## config.mk

```make
export PLATFORM = sky130hd
export DESIGN_NAME = array_list_table_engine_flat
export DESIGN_NICKNAME = d
export VERILOG_FILES = /design/src/rtl/alte_pkg.sv /design/src/rtl/alte_cmd_if.sv /design/src/rtl/alte_rsp_if.sv /design/src/rtl/alte_ram.sv /design/src/rtl/array_list_table_engine.sv /design/src/flat_wrapper.sv
export SDC_FILE = /design/constraint.sdc
export NUM_CORES = 2
export LEC_CHECK = 0
export BUFFER_PORTS_ARGS = -buffer_cell sky130_fd_sc_hd__buf_2
export CORE_AREA = 2 2 421 381
export CTS_CLUSTER_SIZE = 8
export DETAILED_ROUTE_END_ITERATION = 12
export DIE_AREA = 0 0 423 383
export GPL_TIMING_DRIVEN = 1
export SLEW_MARGIN = 10
export SYNTH_ARGS = -nofsm -noshare
export SYNTH_HDL_FRONTEND = slang
export SYNTH_SLANG_ARGS = --single-unit
```

## constraint.sdc

```tcl
create_clock -name clk -period 10.4 [get_ports clk]
set_input_delay 1.56 -clock clk [delete_from_list [all_inputs] [get_ports clk]]
set_output_delay 1.56 -clock clk [all_outputs]
set_load 0.01 [all_outputs]
```

## src/rtl/alte_pkg.sv

```systemverilog
// ============================================================================
// alte_pkg
// Shared types and constants for the array list table engine.
// ============================================================================
package alte_pkg;

    localparam int DEPTH    = 32;
    localparam int AW       = $clog2(DEPTH);
    localparam int CW       = $clog2(DEPTH + 1);
    localparam int DATA_W   = 32;
    localparam int CMD_W    = 3;
    localparam int INDEX_W  = 7;
    localparam int STATUS_W = 3;
    localparam int COUNT_W  = 7;

    typedef enum logic [CMD_W-1:0] {
        CMD_LIST    = 3'd0,
        CMD_APPEND  = 3'd1,
        CMD_SEARCH  = 3'd2,
        CMD_DELETE  = 3'd3,
        CMD_SORT_UP = 3'd4,
        CMD_SORT_DN = 3'd5,
        CMD_LOCATE  = 3'd6,
        CMD_INVALID = 3'd7
    } cmd_t;

    typedef enum logic [STATUS_W-1:0] {
        STS_OK          = 3'd0,
        STS_NOT_FOUND   = 3'd1,
        STS_FULL        = 3'd2,
        STS_BAD_INDEX   = 3'd3,
        STS_BAD_COMMAND = 3'd4
    } status_t;

    typedef enum logic [3:0] {
        ST_IDLE,
        ST_LIST_REQ,
        ST_LIST_OUT,
        ST_SRCH_REQ,
        ST_SRCH_CMP,
        ST_DEL_CHK,
        ST_DEL_REQ,
        ST_DEL_WR,
        ST_SORT_LDI,
        ST_SORT_GETI,
        ST_SORT_REQJ,
        ST_SORT_CMP,
        ST_SORT_WBI,
        ST_LOC_REQ,
        ST_LOC_OUT,
        ST_EMIT
    } state_t;

endpackage

```

## src/rtl/alte_cmd_if.sv

```systemverilog
// ============================================================================
// alte_cmd_if
// Command request channel: valid/ready plus command payload.
// ============================================================================
interface alte_cmd_if;
    logic                                  valid;
    logic                                  ready;
    logic [alte_pkg::CMD_W-1:0]            command;
    logic signed [alte_pkg::DATA_W-1:0]    value;
    logic [alte_pkg::INDEX_W-1:0]          index;

    modport source (output valid, output command, output value, output index, input ready);
    modport sink   (input valid, input command, input value, input index, output ready);
endinterface

```

## src/rtl/alte_rsp_if.sv

```systemverilog
// ============================================================================
// alte_rsp_if
// Result request channel: valid/ready plus result payload.
// ============================================================================
interface alte_rsp_if;
    logic                                  valid;
    logic                                  ready;
    logic signed [alte_pkg::DATA_W-1:0]    item;
    logic [alte_pkg::DATA_W-1:0]           address;
    logic [alte_pkg::STATUS_W-1:0]         status;
    logic [alte_pkg::COUNT_W-1:0]          count;
    logic                                  last;

    modport source (output valid, output item, output address, output status,
                    output count, output last, input ready);
    modport sink   (input valid, input item, input address, input status,
                    input count, input last, output ready);
endinterface

```

## src/rtl/alte_ram.sv

```systemverilog
// ============================================================================
// alte_ram
// Generic single-write, single-read RAM with registered read data.
// ============================================================================
module alte_ram #(
    parameter int WIDTH = 32,
    parameter int DEPTH = 32
) (
    input  logic                     clk,
    input  logic                     we,
    input  logic [$clog2(DEPTH)-1:0] waddr,
    input  logic [WIDTH-1:0]         wdata,
    input  logic [$clog2(DEPTH)-1:0] raddr,
    output logic [WIDTH-1:0]         rdata
);
    logic [WIDTH-1:0] mem [DEPTH];

    always_ff @(posedge clk)
    begin
        if (we)
        begin
            mem[waddr] <= wdata;
        end
        rdata <= mem[raddr];
    end
endmodule

```

## src/rtl/array_list_table_engine.sv

```systemverilog
// ============================================================================
// array_list_table_engine
// Packed list of signed 32-bit items with list/append/search/delete/sort/locate.
// ============================================================================
// Usage:
//   cmd  : command requests (command, value, index), valid/ready.
//   rsp  : result requests (item, address, status, count, last), valid/ready.
//   cfg_we/cfg_wdata : writes base_address; write only while idle.
// One command is handled at a time; cmd.ready is high only when the
// sequencer is idle and the result register is empty.
// All list storage sits in one RAM with one read and one write port; the
// sequencer walks the list one RAM access at a time, and the work per
// command follows list length n:
//   append : one write at slot n; bad command : no RAM access; locate : one read
//   search : reads items in order up to the first match or the end
//   delete : search, then each later item is shifted down one slot
//   sort   : for each slot in turn, hold its item and compare-swap it
//            with every later item, then write the held item back
//   list   : one result per item, last marked
// A stalled receiver holds the result register; a list walk pauses on it.
// Reset clears the count, base_address, state and result valid; RAM
// contents are not cleared (only slots below the count are ever read).
// ============================================================================
module array_list_table_engine (
    input  logic                          clk,
    input  logic                          rst_n,
    alte_cmd_if.sink                      cmd,
    alte_rsp_if.source                    rsp,
    input  logic                          cfg_we,
    input  logic [alte_pkg::DATA_W-1:0]   cfg_wdata
);
    import alte_pkg::*;

    state_t               state_reg, state_next;
    logic [CW-1:0]        count_reg, count_next;
    logic [DATA_W-1:0]    base_reg;
    logic                 del_reg, del_next;     // delete vs. search
    logic                 desc_reg, desc_next;   // descending sort
    logic [DATA_W-1:0]    val_reg, val_next;
    logic [AW-1:0]        ptr_reg, ptr_next;
    logic [AW-1:0]        jp_reg, jp_next;
    logic [DATA_W-1:0]    a_reg, a_next;         // held item during sort
    logic [DATA_W-1:0]    res_item_reg, res_item_next;
    logic [DATA_W-1:0]    res_addr_reg, res_addr_next;
    status_t              res_sts_reg, res_sts_next;

    logic                 ov_reg, ov_next;
    logic [DATA_W-1:0]    oitem_reg, oitem_next;
    logic [DATA_W-1:0]    oaddr_reg, oaddr_next;
    status_t              osts_reg, osts_next;
    logic [COUNT_W-1:0]   ocnt_reg, ocnt_next;
    logic                 olast_reg, olast_next;

    logic                 mem_we;
    logic [AW-1:0]        mem_waddr;
    logic [DATA_W-1:0]    mem_wdata;
    logic [AW-1:0]        mem_raddr;
    logic [DATA_W-1:0]    mem_rdata;

    logic                 accept;
    logic                 swap;

    function automatic logic [DATA_W-1:0] addr_of(input logic [DATA_W-1:0] base,
                                                  input logic [CW-1:0] pos);
        addr_of = base + (DATA_W'(pos) << 2);
    endfunction

    alte_ram #(.WIDTH(DATA_W), .DEPTH(DEPTH)) u_ram (
        .clk   (clk),
        .we    (mem_we),
        .waddr (mem_waddr),
        .wdata (mem_wdata),
        .raddr (mem_raddr),
        .rdata (mem_rdata)
    );

    assign cmd.ready   = (state_reg == ST_IDLE) && !ov_reg;
    assign accept      = cmd.valid && cmd.ready;
    assign rsp.valid   = ov_reg;
    assign rsp.item    = oitem_reg;
    assign rsp.address = oaddr_reg;
    assign rsp.status  = osts_reg;
    assign rsp.count   = ocnt_reg;
    assign rsp.last    = olast_reg;

    // the j side of the sort and the shift source use the second pointer
    assign mem_raddr = (state_reg == ST_SORT_REQJ || state_reg == ST_DEL_REQ) ?
                       jp_reg : ptr_reg;

    // sort compare: a signed compare per direction, selected by desc_reg
    assign swap = desc_reg ? ($signed(mem_rdata) > $signed(a_reg))
                           : ($signed(a_reg) > $signed(mem_rdata));

    always_ff @(posedge clk or negedge rst_n)
    begin
        if (!rst_n)
        begin
            state_reg <= ST_IDLE;
            count_reg <= '0;
            base_reg  <= '0;
            ov_reg    <= 1'b0;
        end
        else
        begin
            state_reg <= state_next;
            count_reg <= count_next;
            ov_reg    <= ov_next;
            if (cfg_we)
            begin
                base_reg <= cfg_wdata;
            end
        end
    end

    always_ff @(posedge clk)
    begin
        del_reg      <= del_next;
        desc_reg     <= desc_next;
        val_reg      <= val_next;
        ptr_reg      <= ptr_next;
        jp_reg       <= jp_next;
        a_reg        <= a_next;
        res_item_reg <= res_item_next;
        res_addr_reg <= res_addr_next;
        res_sts_reg  <= res_sts_next;
        oitem_reg    <= oitem_next;
        oaddr_reg    <= oaddr_next;
        osts_reg     <= osts_next;
        ocnt_reg     <= ocnt_next;
        olast_reg    <= olast_next;
    end

    always_comb
    begin
        state_next    = state_reg;
        count_next    = count_reg;
        del_next      = del_reg;
        desc_next     = desc_reg;
        val_next      = val_reg;
        ptr_next      = ptr_reg;
        jp_next       = jp_reg;
        a_next        = a_reg;
        res_item_next = res_item_reg;
        res_addr_next = res_addr_reg;
        res_sts_next  = res_sts_reg;
        ov_next       = ov_reg && !rsp.ready;
        oitem_next    = oitem_reg;
        oaddr_next    = oaddr_reg;
        osts_next     = osts_reg;
        ocnt_next     = ocnt_reg;
        olast_next    = olast_reg;
        mem_we        = 1'b0;
        mem_waddr     = ptr_reg;
        mem_wdata     = a_reg;

        case (state_reg)
            ST_IDLE:
            begin
                if (accept)
                begin
                    res_item_next = '0;
                    res_addr_next = '0;
                    res_sts_next  = STS_OK;
                    ptr_next      = '0;
                    val_next      = cmd.value;
                    del_next      = (cmd_t'(cmd.command) == CMD_DELETE);
                    desc_next     = (cmd_t'(cmd.command) == CMD_SORT_DN);
                    state_next    = ST_EMIT;
                    case (cmd_t'(cmd.command))
                        CMD_LIST:
                        begin
                            if (count_reg != '0)
                            begin
                                state_next = ST_LIST_REQ;
                            end
                        end
                        CMD_APPEND:
                        begin
                            res_item_next = cmd.value;
                            if (count_reg >= CW'(DEPTH))
                            begin
                                res_sts_next = STS_FULL;
                            end
                            else
                            begin
                                mem_we        = 1'b1;
                                mem_waddr     = count_reg[AW-1:0];
                                mem_wdata     = cmd.value;
                                count_next    = count_reg + CW'(1);
                                res_addr_next = addr_of(base_reg, count_reg + CW'(1));
                            end
                        end
                        CMD_SEARCH, CMD_DELETE:
                        begin
                            res_item_next = cmd.value;
                            if (count_reg == '0)
                            begin
                                res_sts_next = STS_NOT_FOUND;
                            end
                            else
                            begin
                                state_next = ST_SRCH_REQ;
                            end
                        end
                        CMD_SORT_UP, CMD_SORT_DN:
                        begin
                            if (count_reg > CW'(1))
                            begin
                                state_next = ST_SORT_LDI;
                            end
                        end
                        CMD_LOCATE:
                        begin
                            if (cmd.index == '0 || cmd.index > COUNT_W'(count_reg))
                            begin
                                res_sts_next = STS_BAD_INDEX;
                            end
                            else
                            begin
                                ptr_next      = AW'(cmd.index - INDEX_W'(1));
                                res_addr_next = addr_of(base_reg, CW'(cmd.index));
                                state_next    = ST_LOC_REQ;
                            end
                        end
                        default:
                        begin
                            res_sts_next = STS_BAD_COMMAND;
                        end
                    endcase
                end
            end
            ST_LIST_REQ:
            begin
                state_next = ST_LIST_OUT;
            end
            ST_LIST_OUT:
            begin
                if (!ov_reg || rsp.ready)
                begin
                    ov_next    = 1'b1;
                    oitem_next = mem_rdata;
                    oaddr_next = addr_of(base_reg, CW'(ptr_reg) + CW'(1));
                    osts_next  = STS_OK;
                    ocnt_next  = COUNT_W'(count_reg);
                    olast_next = (CW'(ptr_reg) + CW'(1) == count_reg);
                    if (CW'(ptr_reg) + CW'(1) == count_reg)
                    begin
                        state_next = ST_IDLE;
                    end
                    else
                    begin
                        ptr_next   = ptr_reg + AW'(1);
                        state_next = ST_LIST_REQ;
                    end
                end
            end
            ST_SRCH_REQ:
            begin
                state_next = ST_SRCH_CMP;
            end
            ST_SRCH_CMP:
            begin
                if (mem_rdata == val_reg)
                begin
                    res_addr_next = addr_of(base_reg, CW'(ptr_reg) + CW'(1));
                    state_next    = del_reg ? ST_DEL_CHK : ST_EMIT;
                end
                else if (CW'(ptr_reg) + CW'(1) == count_reg)
                begin
                    res_sts_next = STS_NOT_FOUND;
                    state_next   = ST_EMIT;
                end
                else
                begin
                    ptr_next   = ptr_reg + AW'(1);
                    state_next = ST_SRCH_REQ;
                end
            end
            ST_DEL_CHK:
            begin
                if (CW'(ptr_reg) + CW'(1) < count_reg)
                begin
                    jp_next    = ptr_reg + AW'(1);
                    state_next = ST_DEL_REQ;
                end
                else
                begin
                    count_next = count_reg - CW'(1);
                    state_next = ST_EMIT;
                end
            end
            ST_DEL_REQ:
            begin
                state_next = ST_DEL_WR;
            end
            ST_DEL_WR:
            begin
                mem_we     = 1'b1;
                mem_waddr  = ptr_reg;
                mem_wdata  = mem_rdata;
                ptr_next   = jp_reg;
                state_next = ST_DEL_CHK;
            end
            ST_SORT_LDI:
            begin
                state_next = ST_SORT_GETI;
            end
            ST_SORT_GETI:
            begin
                a_next     = mem_rdata;
                jp_next    = ptr_reg + AW'(1);
                state_next = ST_SORT_REQJ;
            end
            ST_SORT_REQJ:
            begin
                state_next = ST_SORT_CMP;
            end
            ST_SORT_CMP:
            begin
                if (swap)
                begin
                    mem_we    = 1'b1;
                    mem_waddr = jp_reg;
                    mem_wdata = a_reg;
                    a_next    = mem_rdata;
                end
                if (CW'(jp_reg) + CW'(1) == count_reg)
                begin
                    state_next = ST_SORT_WBI;
                end
                else
                begin
                    jp_next    = jp_reg + AW'(1);
                    state_next = ST_SORT_REQJ;
                end
            end
            ST_SORT_WBI:
            begin
                mem_we    = 1'b1;
                mem_waddr = ptr_reg;
                mem_wdata = a_reg;
                if (CW'(ptr_reg) + CW'(2) < count_reg)
                begin
                    ptr_next   = ptr_reg + AW'(1);
                    state_next = ST_SORT_LDI;
                end
                else
                begin
                    state_next = ST_EMIT;
                end
            end
            ST_LOC_REQ:
            begin
                state_next = ST_LOC_OUT;
            end
            ST_LOC_OUT:
            begin
                res_item_next = mem_rdata;
                state_next    = ST_EMIT;
            end
            ST_EMIT:
            begin
                // result register is known empty here: ready required it
                ov_next    = 1'b1;
                oitem_next = res_item_reg;
                oaddr_next = res_addr_reg;
                osts_next  = res_sts_reg;
                ocnt_next  = COUNT_W'(count_reg);
                olast_next = 1'b1;
                state_next = ST_IDLE;
            end
            default:
            begin
                state_next = ST_IDLE;
            end
        endcase
    end

`ifndef ASSERT_OFF
    a_count_max: assert property (@(posedge clk) disable iff (!rst_n)
        count_reg <= CW'(DEPTH))
        else $error("item count above depth");

    a_count_step: assert property (@(posedge clk) disable iff (!rst_n)
        (count_reg != $past(count_reg)) |->
        (count_reg == $past(count_reg) + CW'(1) || count_reg == $past(count_reg) - CW'(1)))
        else $error("item count moved by more than one");

    a_write_in_list: assert property (@(posedge clk) disable iff (!rst_n)
        mem_we |-> (CW'(mem_waddr) <= count_reg))
        else $error("RAM write beyond the packed list");

    a_emit_empty: assert property (@(posedge clk) disable iff (!rst_n)
        (state_reg == ST_EMIT) |-> !ov_reg)
        else $error("result overwritten before it was taken");
`endif

endmodule
```

## src/flat_wrapper.sv

```systemverilog
// flat-port wrapper written by rule: the top's interface ports become plain ports
module array_list_table_engine_flat import alte_pkg::*;
  (clk, rst_n, cfg_we, cfg_wdata, cmd_valid, cmd_command, cmd_value, cmd_index, cmd_ready, rsp_valid, rsp_item, rsp_address, rsp_status, rsp_count, rsp_last, rsp_ready);
  alte_cmd_if cmd_i ();
  alte_rsp_if rsp_i ();
  input  logic clk;
  input  logic rst_n;
  input  logic cfg_we;
  input  logic [alte_pkg::DATA_W-1:0] cfg_wdata;
  input wire logic [$bits(cmd_i.valid)-1:0] cmd_valid;
  input wire logic [$bits(cmd_i.command)-1:0] cmd_command;
  input wire logic [$bits(cmd_i.value)-1:0] cmd_value;
  input wire logic [$bits(cmd_i.index)-1:0] cmd_index;
  output wire logic [$bits(cmd_i.ready)-1:0] cmd_ready;
  output wire logic [$bits(rsp_i.valid)-1:0] rsp_valid;
  output wire logic [$bits(rsp_i.item)-1:0] rsp_item;
  output wire logic [$bits(rsp_i.address)-1:0] rsp_address;
  output wire logic [$bits(rsp_i.status)-1:0] rsp_status;
  output wire logic [$bits(rsp_i.count)-1:0] rsp_count;
  output wire logic [$bits(rsp_i.last)-1:0] rsp_last;
  input wire logic [$bits(rsp_i.ready)-1:0] rsp_ready;
  assign cmd_i.valid = cmd_valid;
  assign cmd_i.command = cmd_command;
  assign cmd_i.value = cmd_value;
  assign cmd_i.index = cmd_index;
  assign cmd_ready = cmd_i.ready;
  assign rsp_valid = rsp_i.valid;
  assign rsp_item = rsp_i.item;
  assign rsp_address = rsp_i.address;
  assign rsp_status = rsp_i.status;
  assign rsp_count = rsp_i.count;
  assign rsp_last = rsp_i.last;
  assign rsp_i.ready = rsp_ready;
  array_list_table_engine u_core (.clk(clk), .rst_n(rst_n), .cmd(cmd_i), .rsp(rsp_i), .cfg_we(cfg_we), .cfg_wdata(cfg_wdata));
endmodule
```

==> impl_metrics.prom <==
# TYPE chip_impl_metric gauge
chip_impl_info{name="status",value="finished, final reports clean"} 1
chip_impl_metric{name="netlist_instances",unit=""} 3369
chip_impl_metric{name="synth_edf_count",unit=""} 1241
chip_impl_metric{name="timing_worst_slew_pin_value",unit="ps"} 1278
chip_impl_metric{name="mappedNetlistArea",unit="um^2"} 54900
chip_impl_metric{name="place_congestion",unit=""} 0.9056
chip_impl_info{name="critPathKind",value="flop to flop"} 1
chip_impl_metric{name="crit_arrival",unit="ps"} 6320
chip_impl_metric{name="finalSetupTns",unit="ps"} 0
chip_impl_metric{name="peakVddDrop",unit="mV"} 0.2963
chip_impl_metric{name="yosys_register_bits",unit=""} 1316
chip_impl_metric{name="finalWorstPathRequiredPeriod",unit="ps"} 5866
chip_impl_info{name="critPathLaunchType",value="flop"} 1
chip_impl_metric{name="critical_path_buffers_and_inverters",unit=""} 2
chip_impl_metric{name="clock_slew_at_the_register_clock_pins_of_the_worst_setup_and_hold_paths",unit="ps"} 70
chip_impl_info{name="endpoint_type_of_the_worst_setup_path",value="flop"} 1
chip_impl_metric{name="floorplan_die_area",unit="um^2"} 162000
chip_impl_metric{name="ioPinCount",unit=""} 156
chip_impl_metric{name="cts_setup_buffers",unit=""} 0
chip_impl_metric{name="htreeDepth",unit=""} 4
chip_impl_info{name="tritoncts_clock_tree",value="yes"} 1
chip_impl_metric{name="dr.first_iter.drc_count",unit=""} 3807
chip_impl_metric{name="grt_usage",unit="%"} 18.09
chip_impl_metric{name="post_synth.cell_area_avg",unit="um^2"} 16.29
chip_impl_metric{name="slew_headroom",unit="%"} 14.80
chip_impl_metric{name="dpl.hpwl",unit="mm"} 91.21
chip_impl_metric{name="insertion_delay",unit="ps"} 800
chip_impl_metric{name="cell_internal_pwr",unit="W"} 0.01223
chip_impl_metric{name="drc_errors",unit=""} 0
chip_impl_metric{name="detail_route.first_pass.iterations",unit=""} 6
chip_impl_metric{name="max_clock_freq",unit="GHz"} 0.1705
chip_impl_metric{name="report.final.setup_viol",unit=""} 0
chip_impl_metric{name="clk_sinks",unit=""} 1316
chip_impl_metric{name="ratio_of_final_minimum_period_to_clock_period",unit="%"} 56.40
chip_impl_info{name="dominantRegCellSynth",value="edfxtp_1"} 1
chip_impl_metric{name="portBuffers",unit=""} 154
chip_impl_metric{name="timing.critical_path.fanout_max",unit=""} 36
chip_impl_info{name="critical_path.slowest_cell",value="inv_2"} 1
chip_impl_metric{name="core-area",unit="um^2"} 158300
chip_impl_metric{name="finalClockSkew",unit="ps"} 54.61
chip_impl_info{name="worst_path_dominant_cell_family",value="simple AND/OR/NAND/NOR gates"} 1
chip_impl_metric{name="worst_path_largest_cell_delay",unit="ps"} 770
chip_impl_info{name="netlist_top_cells_count",value="edfxtp_1, nand2_1, mux4_2, nand3_1, clkbuf_1"} 1
chip_impl_metric{name="final_nets",unit=""} 3759
chip_impl_info{name="min-delay-path-class",value="flop to flop"} 1
chip_impl_metric{name="synthesis.nets",unit=""} 3527
chip_impl_metric{name="initial_utilization",unit="%"} 34.69
chip_impl_metric{name="share_of_post_route_cells_with_drive_strength_above_1",unit="%"} 21.23
chip_impl_metric{name="syn_to_final_growth",unit="%"} 15.99
chip_impl_info{name="post_synth_main_area_contributors",value="edfxtp_1, mux4_2, nand2_1"} 1
chip_impl_metric{name="largest_register_ff_count",unit=""} 1024
chip_impl_metric{name="total_power",unit="W"} 0.01876
chip_impl_metric{name="power-per-cell-area",unit="nW/um^2"} 294.7
chip_impl_metric{name="grt_pass1_vias",unit=""} 31403
chip_impl_metric{name="power.clock.fraction",unit="%"} 28.8
chip_impl_metric{name="synth-warning-count",unit=""} 0
chip_impl_info{name="ordered_list_of_cells_on_the_worst_path",value="or4_1 > or3_1 > inv_2 > nand2_2 > a31oi_1 > nand3_1 > mux2i_1 > a311o_1 > nand2_1 > nor2_4 > buf_4"} 1
chip_impl_metric{name="timing.critical_path.required",unit="ps"} 10850
chip_impl_info{name="synth.largest_area_cell",value="edfxtp_1"} 1
chip_impl_metric{name="first_pass_grt_wire_length",unit="mm"} 216.3
chip_impl_metric{name="drv_cap",unit=""} 0
chip_impl_metric{name="rows",unit=""} 139
chip_impl_metric{name="seq_power_share",unit="%"} 39.8
chip_impl_metric{name="p_sw_share",unit="%"} 34.84
chip_impl_info{name="buffer_type_at_the_clock_tree_root",value="clkbuf_16"} 1
chip_impl_metric{name="hold_viol",unit=""} 0
chip_impl_metric{name="wl",unit="mm"} 148.4
chip_impl_metric{name="cts_hold_buf",unit=""} 0
chip_impl_metric{name="cts_resized",unit=""} 0
chip_impl_info{name="max_flop_register",value="u_core.u_ram.mem"} 1
chip_impl_metric{name="power_switching",unit="W"} 0.006538
chip_impl_metric{name="global_route.overflow_total",unit=""} 0
chip_impl_metric{name="final_routed_wire_length_divided_by_cell_count",unit="um"} 25.60
chip_impl_metric{name="tritoncts.num_buffers",unit=""} 183
chip_impl_metric{name="maximum_number_of_pins_on_one_net_before_global_route_repair",unit=""} 121
chip_impl_metric{name="via_per_inst",unit=""} 5.457
chip_impl_info{name="grt_setup_unrepaired",value="no"} 1
chip_impl_info{name="synth.most_common_cell",value="edfxtp_1"} 1
chip_impl_metric{name="synth-seq-area-share",unit="%"} 71.01
chip_impl_metric{name="chipWidth",unit="um"} 423
chip_impl_metric{name="insertedDiodeCount",unit=""} 0
chip_impl_metric{name="grt_antenna_before_repair",unit=""} 15
chip_impl_metric{name="cts_buffer_depth",unit=""} 3
chip_impl_metric{name="drv_slew",unit=""} 0
chip_impl_metric{name="die_height",unit="um"} 383
chip_impl_metric{name="leakagePower",unit="nW"} 21.29
chip_impl_metric{name="detailed_route_via_count",unit=""} 31637
chip_impl_metric{name="post-synth-top-area-fraction",unit="%"} 67.88
chip_impl_metric{name="power.combinational.fraction",unit="%"} 31.4
chip_impl_metric{name="postSynth.asyncResetShare",unit="%"} 3.267
chip_impl_metric{name="yosysUniqueCellTypes",unit=""} 80
chip_impl_metric{name="ant_nets",unit=""} 0
[kinds of logic after synthesis]
kind of cell             Yosys count  share of synthesized area [%]
AND/OR/NAND/NOR                  868                          7.052
other                              1                       0.006831
multiplexers                     306                          11.49
buffers and inverters            286                          2.031
adder cells (fa/ha/maj)           79                          1.842
AO/OA/AOI/OAI                    421                          5.101
flip-flops                      1316                          71.01
XOR/XNOR                          92                          1.468
[final cells by class]
cell class,instances,area [um^2]
Clock inverter,16,287.8
Timing Repair Buffer,233,1414
Fill cell,14398,94590
Multi-Input combinational cell,1767,15130
Sequential cell,1316,38980
Clock buffer,251,4835
Tap cell,2115,2646
Inverter,100,375.4
[final timing paths]
kind | startpoint | endpoint | slack, ps | cells after the start
min in group asynchronous | rst_n | u_core.base_reg[13] | 880 | 2
hold / removal | u_core.res_addr_reg[19] | u_core.rsp.address[19] | 490 | 2
setup / recovery | u_core.state_reg[1] | u_core.u_ram.mem[0][26] | 4530 | 11
hold reg to reg | u_core.res_addr_reg[19] | u_core.rsp.address[19] | 490 | 2
setup reg to reg | u_core.state_reg[1] | u_core.u_ram.mem[0][26] | 4530 | 11
max in group asynchronous | rst_n | u_core.base_reg[0] | 9040 | 2
[metrics by stage]
step / cell area, um^2 / setup slack, ps / hold WS (ps) / instances / utilization, %
6_report: 63670 / 4534 / 490.8 / 5798 / 40.23
5_1_grt: 63670 / 4294 / 536.9 / 5798 / 40.23
3_3_place_gp: 58550 / 4408 / 494.1 / 5531 / 37.00
2_1_floorplan: 54900 / 2694 / 423.1 / 3369 / -
4_1_cts: 63670 / 4653 / 486.2 / 5798 / 40.23
3_5_place_dp: 58550 / 4341 / 509.1 / 5531 / 37.00
[layer usage]
metal | global-route usage [%] | vias to the layer above | part of all wire, %
li1 | - | 13651 | -
met1 | 25.39 | 16332 | 42
met2 | 28.73 | 1425 | 48
met3 | 3.539 | 229 | 7.9
met4 | 4.962 | 0 | 2.2
met5 | 0 | - | 0
[worst reg2reg max path, cell delays in order, from the launching register on]
cell	delay, ps
dfrtp_1	680
or4_1	760
or3_1	490
inv_2	770
nand2_2	290
a31oi_1	340
nand3_1	110
mux2i_1	170
a311o_1	350
nand2_1	470
nor2_4	700
buf_4	410
[layout by cell type (no fill, tap or decap), drive strengths merged, types with 9 or more instances in the layout]
| cell type | netlist | routed |
|---|---|---|
| o21ai | 134 | 134 |
| o211ai | 11 | 11 |
| a21oi | 74 | 74 |
| a31oi | 19 | 19 |
| o22ai | 11 | 11 |
| dfxtp | 32 | 32 |
| nor2 | 89 | 89 |
| edfxtp | 1241 | 1241 |
| inv | 100 | 103 |
| nor4 | 9 | 9 |
| nand2 | 438 | 438 |
| a21o | 21 | 21 |
| clkinv | 0 | 13 |
| nor3 | 45 | 45 |
| and3 | 9 | 9 |
| nand2b | 11 | 11 |
| clkbuf | 140 | 251 |
| a222oi | 32 | 32 |
| nand4 | 23 | 23 |
| and2 | 11 | 11 |
| nand3 | 199 | 199 |
| ha | 76 | 76 |
| o21bai | 13 | 13 |
| mux4 | 256 | 256 |
| mux2 | 34 | 34 |
| xnor2 | 72 | 72 |
| buf | 46 | 233 |
| xor2 | 20 | 20 |
| dfrtp | 43 | 43 |
| mux2i | 16 | 16 |
| nor2b | 9 | 9 |
| a22oi | 15 | 15 |
| a22o | 34 | 34 |
[power by group through the flow]
| stage | sequential, W | combinational (W) | clock (W) |
|---|---|---|---|
| finish | 0.00747 | 0.00589 | 0.00540 |
| global route | 0.00751 | 0.00636 | 0.00571 |
| CTS | 0.00746 | 0.00591 | 0.00549 |
| detailed placement | 0.00756 | 0.00589 | 0 |
| global placement | 0.00754 | 0.00583 | 0 |
| floorplan | 0.00737 | 0.00368 | 0 |
Power figures use the tool's default switching activity.
